## config.mk

```make
export PLATFORM = sky130hd
export DESIGN_NAME = fct_plane_cell
export DESIGN_NICKNAME = d
export VERILOG_FILES = /design/src/design/fct_pkg.sv /design/src/design/fct_plane_cell.sv
export SDC_FILE = /design/constraint.sdc
export NUM_CORES = 2
export LEC_CHECK = 0
export BUFFER_PORTS_ARGS = -buffer_cell sky130_fd_sc_hd__buf_4
export CAP_MARGIN = 0
export CORE_UTILIZATION = 55
export CTS_BUF_LIST = sky130_fd_sc_hd__clkbuf_4 sky130_fd_sc_hd__clkbuf_8
export DETAILED_ROUTE_END_ITERATION = 7
export GPL_ROUTABILITY_DRIVEN = 0
export PLACE_DENSITY = 0.74
export RECOVER_POWER = 25
export SYNTH_ARGS = -nofsm -noshare
export SYNTH_HDL_FRONTEND = slang
export SYNTH_SLANG_ARGS = --single-unit
```

## constraint.sdc

```tcl
create_clock -name clock -period 12.6 [get_ports clock]
set_input_delay 3.78 -clock clock [delete_from_list [all_inputs] [get_ports clock]]
set_output_delay 3.78 -clock clock [all_outputs]
set_load 0.02 [all_outputs]
```

## src/design/fct_pkg.sv

```systemverilog
// Shared types and constants for the frustum cull test core.
`default_nettype none

package fct_pkg;

   localparam int COORD_FIELD_W = 16;   // coordinate port width
   localparam int RADIUS_W      = 15;
   localparam int NORM_W        = 16;   // one packed plane slot, Q2.14 normal or integer w
   localparam int PLANE_W       = 64;   // nx, ny, nz, w
   localparam int W_SLOT        = 3;    // slot of w inside a plane word
   localparam int Q_SHIFT       = 14;   // Q2.14 scale
   localparam int AXES          = 3;
   localparam int CSR_INDEX_W   = 3;

   typedef enum logic [0:0] {
      KIND_BOX    = 1'b0,
      KIND_SPHERE = 1'b1
   } kind_type;

   // One object as it travels down the cell chain; raw port bits.
   typedef struct packed {
      kind_type                                kind;
      logic [AXES-1:0][COORD_FIELD_W-1:0]     lo;
      logic [AXES-1:0][COORD_FIELD_W-1:0]     hi;
      logic [AXES-1:0][COORD_FIELD_W-1:0]     ctr;
      logic [RADIUS_W-1:0]                    radius;
   } obj_type;

   // Beat handed from cell to cell: object plus running verdict.
   typedef struct packed {
      logic    visible;
      obj_type obj;
   } beat_type;

endpackage

`default_nettype wire

```

## src/design/fct_plane_cell.sv

```systemverilog
// One plane cell: holds a plane, tests each passing object against it in two stages.
`default_nettype none

module fct_plane_cell #(
   parameter int COORD_WIDTH = 16
) (
   input  logic                      clock,
   input  logic                      reset,
   input  logic                      cfg_we,
   input  logic [fct_pkg::PLANE_W-1:0] cfg_data,
   input  logic                      in_valid,
   output logic                      in_ready,
   input  fct_pkg::beat_type         in_beat,
   output logic                      out_valid,
   input  logic                      out_ready,
   output fct_pkg::beat_type         out_beat
);
   import fct_pkg::*;

   localparam int PROD_W = NORM_W + COORD_WIDTH;
   localparam int BIAS_W = NORM_W + 1;
   localparam int ACC_W  = ((PROD_W > BIAS_W + Q_SHIFT) ? PROD_W : BIAS_W + Q_SHIFT) + 2;
   localparam int RAW_W  = (COORD_WIDTH > COORD_FIELD_W) ? COORD_WIDTH : COORD_FIELD_W;

   // port bits -> signed COORD_WIDTH value
   function automatic logic signed [COORD_WIDTH-1:0] to_coord(
      input logic [COORD_FIELD_W-1:0] raw
   );
      logic [RAW_W-1:0] wide;
      wide = RAW_W'(raw);
      return signed'(wide[COORD_WIDTH-1:0]);
   endfunction

   logic [PLANE_W-1:0] plane_ff;

   logic                      a_valid_ff;
   logic                      a_ready;
   beat_type                  a_beat_ff;
   logic signed [PROD_W-1:0]  prod_ff [AXES];
   logic signed [BIAS_W-1:0]  bias_ff;

   logic signed [NORM_W-1:0]      norm [AXES];
   logic signed [COORD_WIDTH-1:0] pick [AXES];
   logic signed [PROD_W-1:0]      prod_in [AXES];
   logic signed [NORM_W-1:0]      w_part;
   logic signed [BIAS_W-1:0]      r_term;
   logic signed [BIAS_W-1:0]      bias_in;

   logic                      b_valid_ff;
   logic                      b_ready;
   beat_type                  b_beat_ff;
   beat_type                  b_beat_in;
   logic signed [ACC_W-1:0]   acc_sum;

   // stage a: p-vertex (or center) select and products
   always_comb begin
      for (int k = 0; k < AXES; k++) begin
         norm[k] = signed'(plane_ff[k*NORM_W +: NORM_W]);
         if (in_beat.obj.kind == KIND_SPHERE) begin
            pick[k] = to_coord(in_beat.obj.ctr[k]);
         end else if (!norm[k][NORM_W-1]) begin
            pick[k] = to_coord(in_beat.obj.hi[k]);
         end else begin
            pick[k] = to_coord(in_beat.obj.lo[k]);
         end
         prod_in[k] = norm[k] * pick[k];
      end
   end

   // w + radius folded together; both get the same Q2.14 scale later
   assign w_part  = signed'(plane_ff[W_SLOT*NORM_W +: NORM_W]);
   assign r_term  = (in_beat.obj.kind == KIND_SPHERE) ?
                    signed'(BIAS_W'(in_beat.obj.radius)) : '0;
   assign bias_in = BIAS_W'(w_part) + r_term;

   assign b_ready  = !b_valid_ff || out_ready;
   assign a_ready  = !a_valid_ff || b_ready;
   assign in_ready = a_ready;

   always_ff @(posedge clock) begin
      if (reset) begin
         plane_ff <= '0;
      end else if (cfg_we) begin
         plane_ff <= cfg_data;
      end
   end

   always_ff @(posedge clock) begin
      if (reset) begin
         a_valid_ff <= 1'b0;
      end else if (a_ready) begin
         a_valid_ff <= in_valid;
      end
   end

   always_ff @(posedge clock) begin
      if (a_ready && in_valid) begin
         a_beat_ff <= in_beat;
         prod_ff   <= prod_in;
         bias_ff   <= bias_in;
      end
   end

   // stage b: exact sum, sign is the cull flag
   assign acc_sum = ACC_W'(prod_ff[0]) + ACC_W'(prod_ff[1]) + ACC_W'(prod_ff[2])
                  + (ACC_W'(bias_ff) <<< Q_SHIFT);

   always_comb begin
      b_beat_in         = a_beat_ff;
      b_beat_in.visible = a_beat_ff.visible & ~acc_sum[ACC_W-1];
   end

   always_ff @(posedge clock) begin
      if (reset) begin
         b_valid_ff <= 1'b0;
      end else if (b_ready) begin
         b_valid_ff <= a_valid_ff;
      end
   end

   always_ff @(posedge clock) begin
      if (b_ready && a_valid_ff) begin
         b_beat_ff <= b_beat_in;
      end
   end

   assign out_valid = b_valid_ff;
   assign out_beat  = b_beat_ff;

endmodule

`default_nettype wire

```

**Yosys cells after proc, flatten, opt, wreduce, memory -nomap -nowiden**

Index checks and enable logic that the tools add are counted.

- Bits in registers: 501
- Latch bits: 0
- RAM bits: 0
- Bits in read-only memories: 0
- Bits of input ports: 230
- Output and inout bits: 163
- Logic and storage cells: 53
- Memories: 0

- Add/subtract/negate cells: 4
- Multiply operators: 3
- Div/mod/pow operators: 0
- $lt $le $gt $ge: 0
- Eq/ne operators: 0
- Shift-type cells: 0
- Mux-type cells: 7
- Bitwise operators: 2
- Reductions and logical operators: 6

Operators with widths:

| cell | count |
|---|---|
| multiplier 16 x 16 -> 32 bit | 3 |
| 2-to-1 mux 16 bit | 6 |
| adder 33 x 32 -> 34 bit | 1 |
| adder 34 x 31 -> 34 bit | 1 |
| adder 32 x 32 -> 33 bit | 1 |
| adder 16 x 16 -> 17 bit | 1 |
| 2-to-1 mux 15 bit | 1 |
| logical AND 1 bit | 2 |
| logical NOT 1 bit | 2 |
| logical OR 1 bit | 2 |
| bitwise AND 1 bit | 1 |
| inverter 1 bit | 1 |

**Depth between registers and ports, before layout**

- Word-level depth: 5
- Gate-level depth with buffers: 29

**Worst setup path before layout**

Ideal clock, no wire load.

- Path type: in2reg
- Start: input port out_ready
- End: register b_beat_ff, in the netlist out_beat[0] (enable)
- Setup time: 0.704 ns
- Arrival time: 10.970 ns
- Required time: 11.896 ns
- Path slack: 0.926 ns
- Stages: 2
- Buffers on the path: 0
- Cells stage by stage: nor2b_1 nor2b_1

- Longest elaborated chain between the ends: 2

Ends and longest elaborated chain:

| item | line | text |
|---|---|---|
| start, declared | fct_plane_cell.sv:15 | `input logic out_ready,` |
| logical OR 1 bit | fct_plane_cell.sv:76 | `assign b_ready = !b_valid_ff \|\| out_ready;` |
| logical AND 1 bit | fct_plane_cell.sv:122 | `if (b_ready && a_valid_ff) begin` |
| end signal, assigned | fct_plane_cell.sv:123 | `b_beat_ff <= b_beat_in;` |
| end, declared | fct_plane_cell.sv:51 | `beat_type b_beat_ff;` |

No other way between the ends.
A chain may end at the register's enable or synchronous reset.

==> impl_metrics.toml <==
[run_status]
status = "complete, no violations"

[yosys]
synth-async-reset-ratio = 0
yosysMostFrequentCell = "inv_1"
ys_warn_count = 0
synth_simple_gate_area_frac = 0.113
synth.area.mux_share = 0.0238
syn-cell-area_mm2 = 0.0483
ys_ff_latch = 501
ys_top_cells_by_area = "fa_1 35%, edfxtp_1 27%, ha_1 7.9%, inv_1 6.8%, nand2_1 3.0%"
synth.top_cell.area_share = 0.347
syn_nets = 5660
ys_seq_area_frac = 0.298
synth-compound-area-share = 0.0413
yosys.area.top_type = "fa_1"
synthCells = 4289
synth_common_cells = "872 x inv_1, 837 x fa_1, 435 x edfxtp_1, 384 x nand2_1, 304 x ha_1"
synth_xor_area_frac = 0.0208
synth_cell_type_count = 58
synth_edf_count = 435
synthAdderAreaFrac = 0.425
synth_top_family_by_area = "adder cells"
avgSynthCellArea_um2 = 11.3
yosys_most_used_dff = "edfxtp_1"

[sta]
min_period_over_period = 0.851
max_clock_freq_ghz = 0.0933
worst_pin_slew_ps = 1230
tns_ps = 0
fin_crit_ps = 10720
final_max_slew_viol_count = 0
slew_headroom = 0.175
setup_slack_ps = 1880
rsz0062_at_grt = "no"
setup_viol = 0
fin_skew_ps = 29.1
finalHoldViolations = 0
whs_ps = 413

[cts]
ctsResizeCount = 0
hold_buffers = 0
cts.root.buffer_cell = "clkbuf_8"
cts_setup_buffers = 0
cts_tree = "done"
clk_pin_slew_ps = 60
clk_path_buf_depth = 3
cts.sinks = 501
clock_latency_ps = 750
cts_max_level = 3
cts_made_buffers = 88

[floorplanning]
row_count = 108
die-width_um = 298
io_pins = 393
dieHeight_um = 298
start_util = 0.556
dieArea_mm2 = 0.0890
core_mm2 = 0.0869

[min_path]
hold_path_end = "out_beat[47]"
hold_class = "flip-flop to flip-flop"
hold_start = "a_beat_ff[47]"
holdPathStages = 0

[place]
dpl_cell_area_mm2 = 0.0526
dp_slack_ps = 1250
hpwl_mm = 86.4
io_buffer_count = 392

[flow_run]
cap_violations = 0

[cells_and_area]
final_area_mm2 = 0.0543
drive_gt1_frac = 0.124
finalNetCount = 6063
area_delta_synth_final_pct = 12.5
fin_util = 0.625

[worst_setup_path]
critPathBufInv = 7
r2r_setup_slack_ps = 4370
r2r-start = "plane_ff[31]"
crit_path_start_kind = "input pin"
worstPathArrival_ps = 11190
cp_top_family = "adder cells"
path_max_fanout = 59
end_kind = "flip-flop"
critical_path.slowest_cell = "o21ai_1"
rr_worst_depth = 23
regToRegEndpoint = "prod_ff[63]"
criticalPathCategory = "input pin to flip-flop"
cp.required_ps = 13070
max_stage_delay_ps = 630
cpMostUsedCell = "fa_1"

[power]
pwr-share-comb = 0.605
power_density_mw_per_mm2 = 187
p_int_uw = 5780
switching_share = 0.431
p_leak_uw = 0.0255
switching_power_uw = 4370
clock_power_share = 0.155
vdd_drop_max_v = 0.000193
seqPwrFrac = 0.241

[global_routing]
grt_overflow_total = 0
grtUsageTotal = 0.254
grt_pass1_vias = 33300
antenna_found_initial = 3
grt_max_degree = 72
grt_pass1_wl_mm = 177

[detailed_routing]
first_pass_iters = 6
viasPerCell = 5.24
ant_nets = 0
wl_per_cell_um = 18.3
drt_iter0_drc = 1843
vias = 31000
drc = 0
routed_wl_mm = 108
-- power groups by stage --
stage / clock network [uW] / logic [uW] / registers, uW
6_report: 1570 / 6130 / 2440
5_1_grt: 1690 / 6990 / 2460
4_1_cts: 1620 / 6200 / 2450
3_5_place_dp: 0 / 6120 / 2480
3_3_place_gp: 0 / 5980 / 2470
2_1_floorplan: 0 / 4570 / 2420
-- routing by layer --
layer / GRT usage / share of wire / vias up
li1: - / - / 14200
met1: 0.344 / 0.42 / 15700
met2: 0.417 / 0.49 / 988
met5: 0 / 0.00029 / -
met3: 0.0540 / 0.071 / 158
met4: 0.0734 / 0.024 / 4
-- cell type report --
class                      count  area [um^2]
tap                         1155         1450
multi-input combinational   2782        30200
fill                        6971        32500
antenna                        1         2.50
sequential                   501        14400
timing repair buffer         447         3220
inverter                     872         3270
clock buffer                 121         1500
clock inverter                40          330
-- per-stage QoR --
stage,instances,total power (uW)
after floorplan,4289,6980
after global placement,5757,8460
after detailed placement,5757,8600
after CTS,5918,10300
after global routing,5919,11100
final,5919,10100
-- worst register-to-register path, delay by kind of cell, from the launching register on --
| family | cells | cell delay, ps |
|---|---|---|
| multiplexers | 1 | 260 |
| AND/OR/NAND/NOR | 1 | 190 |
| buffers and inverters | 4 | 580 |
| AO/OA/AOI/OAI | 9 | 2720 |
| XOR/XNOR | 1 | 80 |
| adder cells (fa/ha/maj) | 7 | 3400 |
| flip-flops | 1 | 740 |
-- cells in the final DEF (no fill, tap or decap), types with 22 or more instances in the layout --
cell      instances
a21o_1           36
dfxtp_1          64
fa_1            837
a21oi_1          92
ha_1            304
clkbuf_4        104
nand2_1         384
inv_1           872
nor2b_1         212
edfxtp_1        435
nand2b_1         43
nand3_1          22
mux2i_1         115
o21ai_0          59
buf_4           333
clkbuf_1         32
and2_1          198
xnor2_1         100
nor2_1          181
clkbuf_8         95
-- worst max-delay path by stage --
stage | start | endpoint | cells past startpoint
floorplan | out_ready | out_beat[0] | 2
global placement | in_beat[159] | prod_ff[29] | 25
detailed placement | in_beat[159] | prod_ff[25] | 25
CTS | in_beat[159] | prod_ff[25] | 25
global route | in_beat[159] | prod_ff[31] | 25
finish | in_beat[159] | prod_ff[25] | 25
-- sequential cells by signal, summed over array words and instances (netlist names) --
name	flops
bias_ff	17
out_valid	1
out_beat	161
a_valid_ff	1
plane_ff	64
prod_ff	96
a_beat_ff	161
-- cell families after synthesis --
kind of cell	after synthesis
mux	115
simple gates	1101
buf+inv	1006
xor+xnor	115
fa+ha+maj	1141
flops	501
compound gates	310
(Power assumes the default switching activity.)
